## src/rtl/core/bbc_pkg.sv

```systemverilog
// Shared types and constants for the bracket balance checker.
package bbc_pkg;

  // Operation kinds passed from the classifier to the stack engine
  localparam logic [1:0] OP_OPEN  = 2'd0;
  localparam logic [1:0] OP_CLOSE = 2'd1;
  localparam logic [1:0] OP_END   = 2'd2;

  // Bracket codes held on the stack
  localparam logic [1:0] CODE_BRACE  = 2'd0;
  localparam logic [1:0] CODE_PAREN  = 2'd1;
  localparam logic [1:0] CODE_SQUARE = 2'd2;

  // Text bytes
  localparam logic [7:0] CH_LBRACE  = 8'h7B;
  localparam logic [7:0] CH_LPAREN  = 8'h28;
  localparam logic [7:0] CH_LSQUARE = 8'h5B;
  localparam logic [7:0] CH_RBRACE  = 8'h7D;
  localparam logic [7:0] CH_RPAREN  = 8'h29;
  localparam logic [7:0] CH_RSQUARE = 8'h5D;

  localparam int unsigned CODE_W = 2;

  typedef struct packed {
    logic [1:0] kind;
    logic [1:0] code;
  } bbc_op_t;

endpackage

```

## src/rtl/core/bbc_ram.sv

```systemverilog
// Generic single-write, single-read RAM with registered read data.
module bbc_ram #(
  parameter int WIDTH = 2,
  parameter int DEPTH = 16
) (
  input  logic                                     clk,
  input  logic                                     we,
  input  logic [((DEPTH > 1) ? $clog2(DEPTH) : 1)-1:0] waddr,
  input  logic [WIDTH-1:0]                         wdata,
  input  logic [((DEPTH > 1) ? $clog2(DEPTH) : 1)-1:0] raddr,
  output logic [WIDTH-1:0]                         rdata
);

  logic [WIDTH-1:0] mem [DEPTH];

  always_ff @(posedge clk) begin
    if (we) begin
      mem[waddr] <= wdata;
    end
    rdata <= mem[raddr];
  end

endmodule

```

## src/rtl/core/bbc_back.sv

```systemverilog
// Back end: runs the bracket stack, the sticky flags and the result register.
module bbc_back #(
  parameter int STACK_DEPTH = 16
) (
  input  logic             clk,
  input  logic             rst,
  input  logic             op_valid,
  input  bbc_pkg::bbc_op_t op,
  output logic             op_take,
  output logic             empty,
  input  logic             pop,
  output logic             balanced,
  output logic             overflowed
);

  localparam int AW = (STACK_DEPTH > 1) ? $clog2(STACK_DEPTH) : 1;
  localparam int CW = $clog2(STACK_DEPTH + 1);
  localparam logic [CW-1:0] FULL_COUNT = CW'(STACK_DEPTH);

  logic [CW-1:0]              count;
  logic [CW-1:0]              count_next;
  logic [bbc_pkg::CODE_W-1:0] top;
  logic [bbc_pkg::CODE_W-1:0] top_next;
  logic                       fail_flag;
  logic                       fail_flag_next;
  logic                       overflow_flag;
  logic                       overflow_flag_next;
  logic                       out_valid;
  logic                       out_ready;
  logic                       consume;
  logic                       emit;

  logic                       we;
  logic [AW-1:0]              waddr;
  logic [AW-1:0]              raddr;
  logic [bbc_pkg::CODE_W-1:0] below;

  assign out_ready = ~out_valid | pop;
  assign consume   = op_valid & ((op.kind != bbc_pkg::OP_END) | out_ready);
  assign op_take   = consume;
  assign emit      = consume & (op.kind == bbc_pkg::OP_END);
  assign waddr     = count[AW-1:0];
  // Keep the entry under the new top prefetched for the next pop
  assign raddr     = AW'(count_next - CW'(2));

  always_comb begin
    count_next         = count;
    top_next           = top;
    fail_flag_next     = fail_flag;
    overflow_flag_next = overflow_flag;
    we                 = 1'b0;
    if (consume) begin
      unique case (op.kind)
        bbc_pkg::OP_END: begin
          count_next         = '0;
          fail_flag_next     = 1'b0;
          overflow_flag_next = 1'b0;
        end
        bbc_pkg::OP_OPEN: begin
          if (!fail_flag) begin
            if (count >= FULL_COUNT) begin
              overflow_flag_next = 1'b1;
            end else begin
              we         = 1'b1;
              top_next   = op.code;
              count_next = count + CW'(1);
            end
          end
        end
        bbc_pkg::OP_CLOSE: begin
          if (!fail_flag) begin
            if (count != '0 && top == op.code) begin
              top_next   = below;
              count_next = count - CW'(1);
            end else begin
              fail_flag_next = 1'b1;
            end
          end
        end
        default: begin
        end
      endcase
    end
  end

  bbc_ram #(
    .WIDTH (bbc_pkg::CODE_W),
    .DEPTH (STACK_DEPTH)
  ) u_stack (
    .clk   (clk),
    .we    (we),
    .waddr (waddr),
    .wdata (op.code),
    .raddr (raddr),
    .rdata (below)
  );

  always_ff @(posedge clk) begin
    top <= top_next;
    if (emit) begin
      balanced   <= ~fail_flag & (count == '0);
      overflowed <= overflow_flag;
    end
  end

  always_ff @(posedge clk) begin
    if (rst) begin
      count         <= '0;
      fail_flag     <= 1'b0;
      overflow_flag <= 1'b0;
      out_valid     <= 1'b0;
    end else begin
      count         <= count_next;
      fail_flag     <= fail_flag_next;
      overflow_flag <= overflow_flag_next;
      if (emit) begin
        out_valid <= 1'b1;
      end else if (pop) begin
        out_valid <= 1'b0;
      end
    end
  end

  assign empty = ~out_valid;

endmodule

```

## config.mk

```make
export PLATFORM = sky130hd
export DESIGN_NAME = bbc_back
export DESIGN_NICKNAME = d
export VERILOG_FILES = /design/src/rtl/core/bbc_pkg.sv /design/src/rtl/core/bbc_ram.sv /design/src/rtl/core/bbc_back.sv
export SDC_FILE = /design/constraint.sdc
export NUM_CORES = 1
export LEC_CHECK = 0
export ABC_AREA = 1
export BUFFER_PORTS_ARGS = -buffer_cell sky130_fd_sc_hd__buf_2
export CAP_MARGIN = 20
export CORE_ASPECT_RATIO = 0.7
export CORE_MARGIN = 2
export CORE_UTILIZATION = 40
export DETAILED_ROUTE_END_ITERATION = 7
export PLACE_DENSITY = 0.66
export SYNTH_ARGS = -nofsm -noshare
export SYNTH_HDL_FRONTEND = slang
export SYNTH_SLANG_ARGS = --single-unit
```

## constraint.sdc

```tcl
create_clock -name clk -period 2.9 [get_ports clk]
set_clock_uncertainty 0.05 [all_clocks]
set_input_delay 0.58 -clock clk [delete_from_list [all_inputs] [get_ports clk]]
set_output_delay 0.58 -clock clk [all_outputs]
set_load 0.005 [all_outputs]
```

==> results_dict.tcl, run 1 <==
set metrics [dict create \
    synth_top_cell_by_area "edfxtp_1" \
    async_flop_share_pct 0 \
    antenna_found_initial 0 \
    antenna_left 0 \
    start_kind "input pin" \
    num_io_pins 12 \
    tns_ns 0 \
    cts_setup_buffers 0 \
    ys_ff_latch 46 \
    fin_crit_ns 2.36 \
    syn_inst 286 \
    yosys_most_used_dff "edfxtp_1" \
    slew_headroom_pct 79.8 \
    vdd_drop_max_uv 273 \
    htreeDepth 2 \
    power_mw 1.49 \
    utilization_pct 45.8 \
    yosysSeqAreaShare_pct 49.9 \
    synth.avg_cell_area_sq_um 8.99 \
    n_antenna_cell 0 \
    synth_area_leaders "edfxtp_1, dfxtp_1, nand3_1" \
    clockBufferDepth 2 \
    post_drt_wl_per_cell_um 14.2 \
    place_inst 376 \
    critPathRequiredTime_ns 3.05 \
    post_cts_resize_count 0 \
    rows 24 \
    start_util_pct 41.3 \
    die-width_um 99.8 \
    grt_pass1_wl_mm 8.92 \
    drt-pass1-iter-count 5 \
    dieArea_sq_um 7090 \
    path_clk_slew_ns 0.09 \
    max_freq_ghz 0.423 \
    rsz0062_at_grt "no" \
    whs_path_depth 0 \
    fin_hold_ws_ns 0.399 \
    vias_per_cell 4.99 \
    vias 1917 \
    synthTopCellsByCount "inv_1, nand2_1, nand3_1" \
    track_usage_pct 16.4 \
    syn_area_sq_um 2570 \
    clock-sinks 46 \
    synth.net_count 304 \
    layout-drive-gt1-share_pct 17.0 \
    grt.overflow.total 0 \
    synth_edf_count 36 \
    max_slew.worst_pin.slew_ns 0.301 \
    p_leak_nw 1.23 \
    first_global_vias 1789 \
    numCtsBuffers 5 \
    finalMaxSlewViolations 0 \
    port_buffers 11 \
    place.gp.congestion 0.881 \
    setup-violations-final 0 \
    crit_path_end_kind "register" \
    drc_errors 0 \
    die_y_um 71.1 \
    fin_crit_sh_pct 81.5 \
    hold_path.class "reg2reg" \
    dp_hpwl_mm 4.19 \
    core_sq_um 6220 \
    grt_max_degree 19 \
    final_nets 323 \
    worstSkewPairLatency_ns 0.30 \
    worstRegToRegCells 13 \
    drtIter0Drc 152 \
    arrival_ns 2.51 \
    crit_type "in2reg" \
    maxCapViolations 0 \
    status "finished clean" \
    synth_warnings 0 \
    final_cells 384 \
    synth.distinct_cells 32 \
    postCtsHoldBufs 0 \
    p_per_area_nw_per_um2 524 \
    tritoncts "yes" \
    clockRootBuffer "clkbuf_8" \
    area_delta_synth_final_pct 10.9 \
    routed_wl_mm 5.45 \
    fill_cells 583 \
    crit_fanout 10 \
    hold_viol 0 \
    synth_top_cell_area_share_pct 42.1 \
]
critical path, stage by stage:
cell and delay [ns]:
buf_2 0.10, inv_1 0.05, ha_1 0.22, nand3_1 0.10, nand2_2 0.08, inv_2 0.09, nand2_2 0.10, nor2_2 0.14
nand2_4 0.09, nand2_1 0.10, nand2_4 0.10, inv_4 0.12, ha_1 0.29, inv_1 0.13, nand3_1 0.09, nand3_1 0.07
nand2_1 0.05
metal layers:
layer / part of all wire, % / vias to the layer above / track usage [%] / routed length [um]
met5: 0 / - / 0 / 0
met4: 1.1 / 0 / 3.65 / 61
met3: 4.6 / 7 / 2.67 / 251
met2: 39 / 46 / 22.4 / 2130
met1: 55 / 881 / 27.0 / 3010
li1: - / 983 / - / -
state kept, by name, summed over array words and instances, names as in the netlist:
register	cells
balanced	1
fail_flag	1
overflowed	1
count	5
top	2
out_valid	1
overflow_flag	1
u_stack.mem	32
u_stack.rdata	2
stage by stage:
step,cell area (sq um),setup slack [ns]
after CTS,2850,0.535
after floorplan,2570,0.560
after detailed placement,2720,0.219
after global routing,2850,0.299
after global placement,2720,0.317
final,2850,0.536
where the power goes:
part | switching, mW | internal (mW)
sequential | 0.0117 | 0.728
combinational | 0.133 | 0.0686
clock | 0.211 | 0.341
total | 0.356 | 1.14
area by class of cell:
type,count,area (sq um),share of cell area [%]
well taps,78,97.6,3.43
multi-input cells,186,1050,37.0
flip-flops and latches,46,1280,45.0
repair buffers,16,92.6,3.25
inverters,50,190,6.68
clock buffers,5,68.8,2.42
clock inverters,3,63.8,2.24
layout by cell type, fill, tap and decap left out:
cell type and count:
buf_4 5, nand2_1 44, inv_1 44, clkbuf_8 5, a21oi_1 7, o21ai_0 9
nor2_1 30, nor2_4 2, nor2_2 1, clkinv_1 1, edfxtp_1 36, buf_2 11
nand2_4 4, nand3_4 1, xor2_1 1, nor3_1 1, ha_1 10, bufinv_16 2
o21ai_1 1, nand4_2 1, nand4_1 4, nand3_1 40, inv_2 5, o22ai_1 2
dfxtp_1 10, inv_4 1, nand3_2 1, nand2_2 11, or2_2 1, nand3b_1 12
o211ai_1 1, o221ai_1 1, nand2_8 1
path summary, 6_finish.rpt:
check | from | end | slack, ns
setup / recovery | op[2] | u_stack.rdata[0] | 0.54
hold / removal | overflow_flag | overflowed | 0.40
setup reg to reg | count[1] | u_stack.rdata[0] | 0.58
hold reg to reg | overflow_flag | overflowed | 0.40
logic make-up after synthesis:
family / count (synthesis) / share of synthesized area, %
AND/OR/NAND/NOR: 154 / 31.4
buffers and inverters: 54 / 9.10
flip-flops: 46 / 49.9
AO/OA/AOI/OAI: 21 / 4.43
adder cells (fa/ha/maj): 10 / 4.87
XOR/XNOR: 1 / 0.341
Note: power is estimated with default switching activity, not from simulation.
==> inputs of run 2 (changes only) <==
Clock period 2.9 ns to 2.4 ns, I/O delays scaled along.
==> run 2 against run 1 <==
Compared with the run above: cell area increased by 1.4%; critical path depth decreased by 4; sequential share of layout area is 0.62 points lower; clock power down 19%; clock-buffer cell count up 1; total power rose by 7.7%; via count grew 4.8%; global-route usage increased by 0.42 points; utilization grew 0.64 points; non-clock buffer count is 11 higher.
==> results_dict.tcl, run 2 (synthesis gave the netlist of run 1 again) <==
set metrics [dict create \
    fin_crit_sh_pct 91.4 \
    dp_hpwl_mm 4.16 \
    min_to "overflow_flag" \
    drc_errors 0 \
    path_clk_slew_ns 0.09 \
    die-width_um 99.8 \
    hold_path.class "in2reg" \
    crit_path_cell_trace "inv_1 -> ha_1 -> nand3_4 -> nand4_4 -> o21ai_1 -> nand4_1 -> nand2_1 -> inv_1 -> ha_1 -> inv_1 -> nand3_1 -> nand3_1 -> nand2_1" \
    rows 24 \
    regMostFlops "u_stack.mem" \
    final_cell_mix "inv_1, nand2_1, nand3_1" \
    max_slew.worst_pin.slew_ns 0.298 \
    status "finished clean" \
    final_nets 334 \
    grt.overflow.total 0 \
    vdd_drop_max_uv 398 \
    slew_headroom_pct 80.0 \
    start_util_pct 41.3 \
    largest_register_ffs 32 \
    tritoncts "yes" \
    rsz0062_at_grt "no" \
    place_inst 387 \
    clockRootBuffer "clkbuf_8" \
    n_antenna_cell 0 \
    maxCapViolations 0 \
    htreeDepth 2 \
    post_drt_wl_per_cell_um 13.8 \
    crit_top_cell "inv_1" \
    wl_met1_mm 2.73 \
    r2r-start "count[0]" \
    setup-violations-final 0 \
    drtIter0Drc 142 \
    clockBufferDepth 2 \
    arrival_ns 2.34 \
    grt_max_degree 19 \
    met3_wirelength_um 355 \
    whs_path_depth 2 \
    max_freq_ghz 0.456 \
    route.met2.wl_mm 2.31 \
    finalMaxSlewViolations 0 \
    tns_ns 0 \
    port_buffers 11 \
    crit_type "reg2reg" \
    layout-drive-gt1-share_pct 19.6 \
    clock-sinks 46 \
    num_io_pins 12 \
    core_sq_um 6220 \
    placed_area_sq_um 2800 \
    place.gp.congestion 0.905 \
    routed_wl_mm 5.44 \
    fill_cells 592 \
    start_kind "register" \
    hold_viol 0 \
    vias_per_cell 5.09 \
    antenna_found_initial 0 \
    grt_pass1_wl_mm 9.16 \
    die_y_um 71.1 \
    worstSkewPairLatency_ns 0.30 \
    power_mw 1.61 \
    numCtsBuffers 5 \
    slowest_stage "dfxtp_1" \
    crit_path_end_kind "register" \
    cp_slowest_stage_delay_ns 0.34 \
    critPathRequiredTime_ns 2.54 \
    r2r-end "u_stack.rdata[1]" \
    area_delta_synth_final_pct 12.4 \
    vias 2009 \
    antenna_left 0 \
    min_from "rst" \
    crit_fanout 6 \
    highest_layer "met4" \
    p_leak_nw 1.25 \
    p_per_area_nw_per_um2 557 \
    first_global_vias 1879 \
    largestRegisters "u_stack.mem (32), count (5)" \
    final_cells 395 \
    final_area_sq_um 2890 \
    track_usage_pct 16.9 \
    worstRegToRegCells 13 \
    r2r_slack_ns 0.21 \
    dieArea_sq_um 7090 \
    fin_crit_ns 2.19 \
    drt-pass1-iter-count 5 \
]
## run 2: cell types whose count changed in the layout (fill, tap and decap cells not counted)
cell,previous run,this run
buf_4,5,16
bufinv_16,2,0
clkbuf_1,0,1
clkinv_2,0,1
nand4_2,1,0
nand4_4,0,1
o21ai_0,9,8
o21ai_1,1,2
## run 2: how the worst max path moves through the flow
stage / start / to / slack, ns / cells past startpoint
3_3_place_gp: op[2] / u_stack.rdata[0] / 0.05 / 15
2_1_floorplan: count[0] / u_stack.rdata[0] / 0.15 / 13
6_report: count[0] / u_stack.rdata[1] / 0.21 / 13
3_5_place_dp: op[2] / u_stack.rdata[1] / 0.0002 / 17
5_1_grt: count[0] / u_stack.rdata[1] / 0.008 / 13
4_1_cts: count[0] / u_stack.rdata[1] / 0.14 / 13
## run 2: final cells by class
class / instances / area, sq um / area share, %
Clock buffer: 6 / 72.6 / 2.51
Clock inverter: 2 / 8.76 / 0.303
Inverter: 50 / 190 / 6.58
Multi-Input combinational cell: 186 / 1060 / 36.8
Sequential cell: 46 / 1280 / 44.3
Tap cell: 78 / 97.6 / 3.38
Timing Repair Buffer: 27 / 175 / 6.06
## run 2: critical path: cells and delay by family, from the launching register on
family,cells,cell delay [ns]
compound gates,1,0.14
fa+ha+maj,2,0.59
buf+inv,3,0.25
flops,1,0.34
simple gates,7,0.72
## run 2: what timing repair did
action	4_1_cts	5_1_grt
buffers inserted	0	0
hold buffers	0	0
hold endpoints to repair	0	0
resized for setup	0	2
setup endpoints to repair	0	2
## run 2: per-stage QoR
stage / setup slack, ns / hold slack [ns] / utilization, %
floorplan: 0.152 / 0.359 / -
global placement: 0.0533 / 0.367 / 45.0
detailed placement: 0.000200 / 0.369 / 45.0
CTS: 0.138 / 0.398 / 46.3
global route: 0.00800 / 0.381 / 46.5
finish: 0.206 / 0.398 / 46.5
## run 2: report_power, final
part | switching (mW) | leakage, nW | total (mW) | internal (mW)
combinational | 0.170 | 0.805 | 0.268 | 0.0976
clock | 0.247 | 0.0426 | 0.447 | 0.200
sequential | 0.0138 | 0.406 | 0.893 | 0.879
total | 0.431 | 1.25 | 1.61 | 1.18
## run 2: per-layer routing
| metal | global-route usage [%] | vias to the layer above |
|---|---|---|
| li1 | - | 999 |
| met1 | 25.7 | 929 |
| met2 | 24.3 | 74 |
| met3 | 3.46 | 7 |
| met4 | 4.72 | 0 |
| met5 | 0 | - |
==> inputs of run 3 (changes only) <==
Settings changed: CORE_ASPECT_RATIO 0.7 to 1.75, CORE_MARGIN 2 to not set.
==> run 3 against run 2 <==
Compared with the run above: clock power is 27% higher; die area down 4.7%; non-clock buffer count fell by 2; wire length grew 9.5%; hold slack worse by 0.00057 ns; cell area grew 0.39%; largest power group unchanged; worst setup slack improved by 0.023 ns; total power grew 7.7%; sequential power is essentially flat; fmax up 1.1%; highest routed layer unchanged.
==> results_dict.tcl, run 3 (synthesis gave the netlist of run 1 again) <==
set metrics [dict create \
    cp-startpoint "count[0]" \
    largest_register_ffs 32 \
    status "finished clean" \
    numCtsBuffers 5 \
    max_freq_ghz 0.461 \
    drtIter0Drc 78 \
    port_buffers 11 \
    max_slew.worst_pin.slew_ns 0.311 \
    rsz0062_at_grt "no" \
    final_cell_mix "nand2_1, inv_1, nand3_1" \
    r2r-start "count[0]" \
    seq_area_sq_um 1280 \
    fill_cells 612 \
    drc_errors 0 \
    cp-endpoint "u_stack.rdata[0]" \
    arrival_ns 2.32 \
    crit_type "reg2reg" \
    antenna_left 0 \
    die-width_um 62.6 \
    post_cts_resize_count 0 \
    pwr-share-clk_pct 32.8 \
    dpl_worst_slack_ns -0.0867 \
    first_global_vias 2037 \
    layout_setup_ws_ns 0.229 \
    drt-pass1-iter-count 4 \
    worstSkewPairLatency_ns 0.30 \
    final_cells 395 \
    finalMaxSlewViolations 0 \
    largestRegisters "u_stack.mem (32), count (5)" \
    grt_pass1_wl_mm 9.59 \
    start_kind "register" \
    place_inst 387 \
    vias 2005 \
    tns_ns 0 \
    p_per_area_nw_per_um2 597 \
    critPathBufInv 3 \
    maxCapViolations 0 \
    crit_fanout 6 \
    regMostFlops "u_stack.mem" \
    power_switching_mw 0.449 \
    area_delta_synth_final_pct 12.9 \
    r2r-end "u_stack.rdata[0]" \
    dieArea_sq_um 6760 \
    crit_family "simple AND/OR/NAND/NOR gates" \
    clockBufferDepth 2 \
    hold_viol 0 \
    post_drt_wl_per_cell_um 15.1 \
    postCtsHoldBufs 0 \
    dp_hpwl_mm 4.70 \
    hold_path.class "reg2reg" \
    fin_crit_sh_pct 90.5 \
    crit_path_cell_trace "inv_1 -> ha_1 -> nand3_4 -> nand4_2 -> o21ai_1 -> nand4_1 -> nand2_1 -> inv_1 -> ha_1 -> inv_2 -> nand3_1 -> nand3_1 -> nand2_1" \
    worstRegToRegCells 13 \
    grt.overflow.total 0 \
    track_usage_pct 19.2 \
    fin_hold_ws_ns 0.397 \
    layout-drive-gt1-share_pct 20.0 \
    path_clk_slew_ns 0.09 \
    combPwrFrac_pct 15.5 \
    crit_path_end_kind "register" \
    start_util_pct 41.6 \
    final_common_cell "nand2_1" \
    seqPwrFrac_pct 51.7 \
    r2r_slack_ns 0.23 \
    slew_headroom_pct 79.3 \
    tritoncts "yes" \
    vdd_drop_max_uv 499 \
    clockRootBuffer "clkbuf_8" \
    final_nets 332 \
    multiInputGateArea_sq_um 1050 \
    routed_wl_mm 5.95 \
    antenna_found_initial 0 \
    utilization_pct 46.9 \
    cp_slowest_stage_delay_ns 0.36 \
    die_y_um 108 \
    place.gp.congestion 0.914 \
    critPathRequiredTime_ns 2.55 \
    p_int_mw 1.28 \
    core_sq_um 6180 \
    setup-violations-final 0 \
    sw_frac_of_total_pct 25.9 \
    cp.depth 13 \
    slowest_stage "ha_1" \
    fin_crit_ns 2.17 \
    num_io_pins 12 \
    clock-sinks 46 \
    vias_per_cell 5.08 \
    rows 38 \
    grt_max_degree 19 \
    n_antenna_cell 0 \
    htreeDepth 2 \
    cts_setup_buffers 0 \
    p_leak_nw 1.25 \
]
## run 3: cell count changes in the layout (fill, tap and decap cells not counted), sizes merged
cell      delta
buf          -2
bufinv       +1
clkbuf       -1
clkinv       -2
clkinvlp     +2
## run 3: routing by layer
layer	wire length, um	GRT usage [%]
met3	128	1.90
met2	3480	38.5
met1	2040	17.4
met5	0	0
met4	312	13.5
## run 3: metrics by stage
step	area, sq um	total power, mW
2_1_floorplan	2570	1.09
3_3_place_gp	2790	1.17
3_5_place_dp	2790	1.18
4_1_cts	2900	1.74
5_1_grt	2900	1.80
6_report	2900	1.73
## run 3: area by class of cell
cell class / count / area share, %
Sequential cell: 46 / 44.2
Clock buffer: 5 / 2.37
Inverter: 50 / 6.56
Tap cell: 80 / 3.45
Clock inverter: 3 / 1.55
Timing Repair Buffer: 25 / 5.52
Multi-Input combinational cell: 186 / 36.4
## run 3: how the worst min path moves through the flow
| stage | from | to | slack (ns) | depth (start not counted) |
|---|---|---|---|---|
| finish | overflow_flag | overflowed | 0.40 | 0 |
| global route | rst | count[2] | 0.41 | 2 |
| CTS | overflow_flag | overflowed | 0.40 | 0 |
| detailed placement | overflow_flag | overflowed | 0.38 | 0 |
| global placement | overflow_flag | overflowed | 0.37 | 0 |
| floorplan | overflow_flag | overflowed | 0.36 | 0 |
## run 3: power by group through the flow
| stage | Sequential, mW | Combinational [mW] | Clock (mW) |
|---|---|---|---|
| after floorplan | 0.910 | 0.182 | 0 |
| after global placement | 0.914 | 0.261 | 0 |
| after detailed placement | 0.913 | 0.266 | 0 |
| after CTS | 0.896 | 0.267 | 0.581 |
| after global routing | 0.898 | 0.297 | 0.605 |
| final | 0.896 | 0.268 | 0.568 |
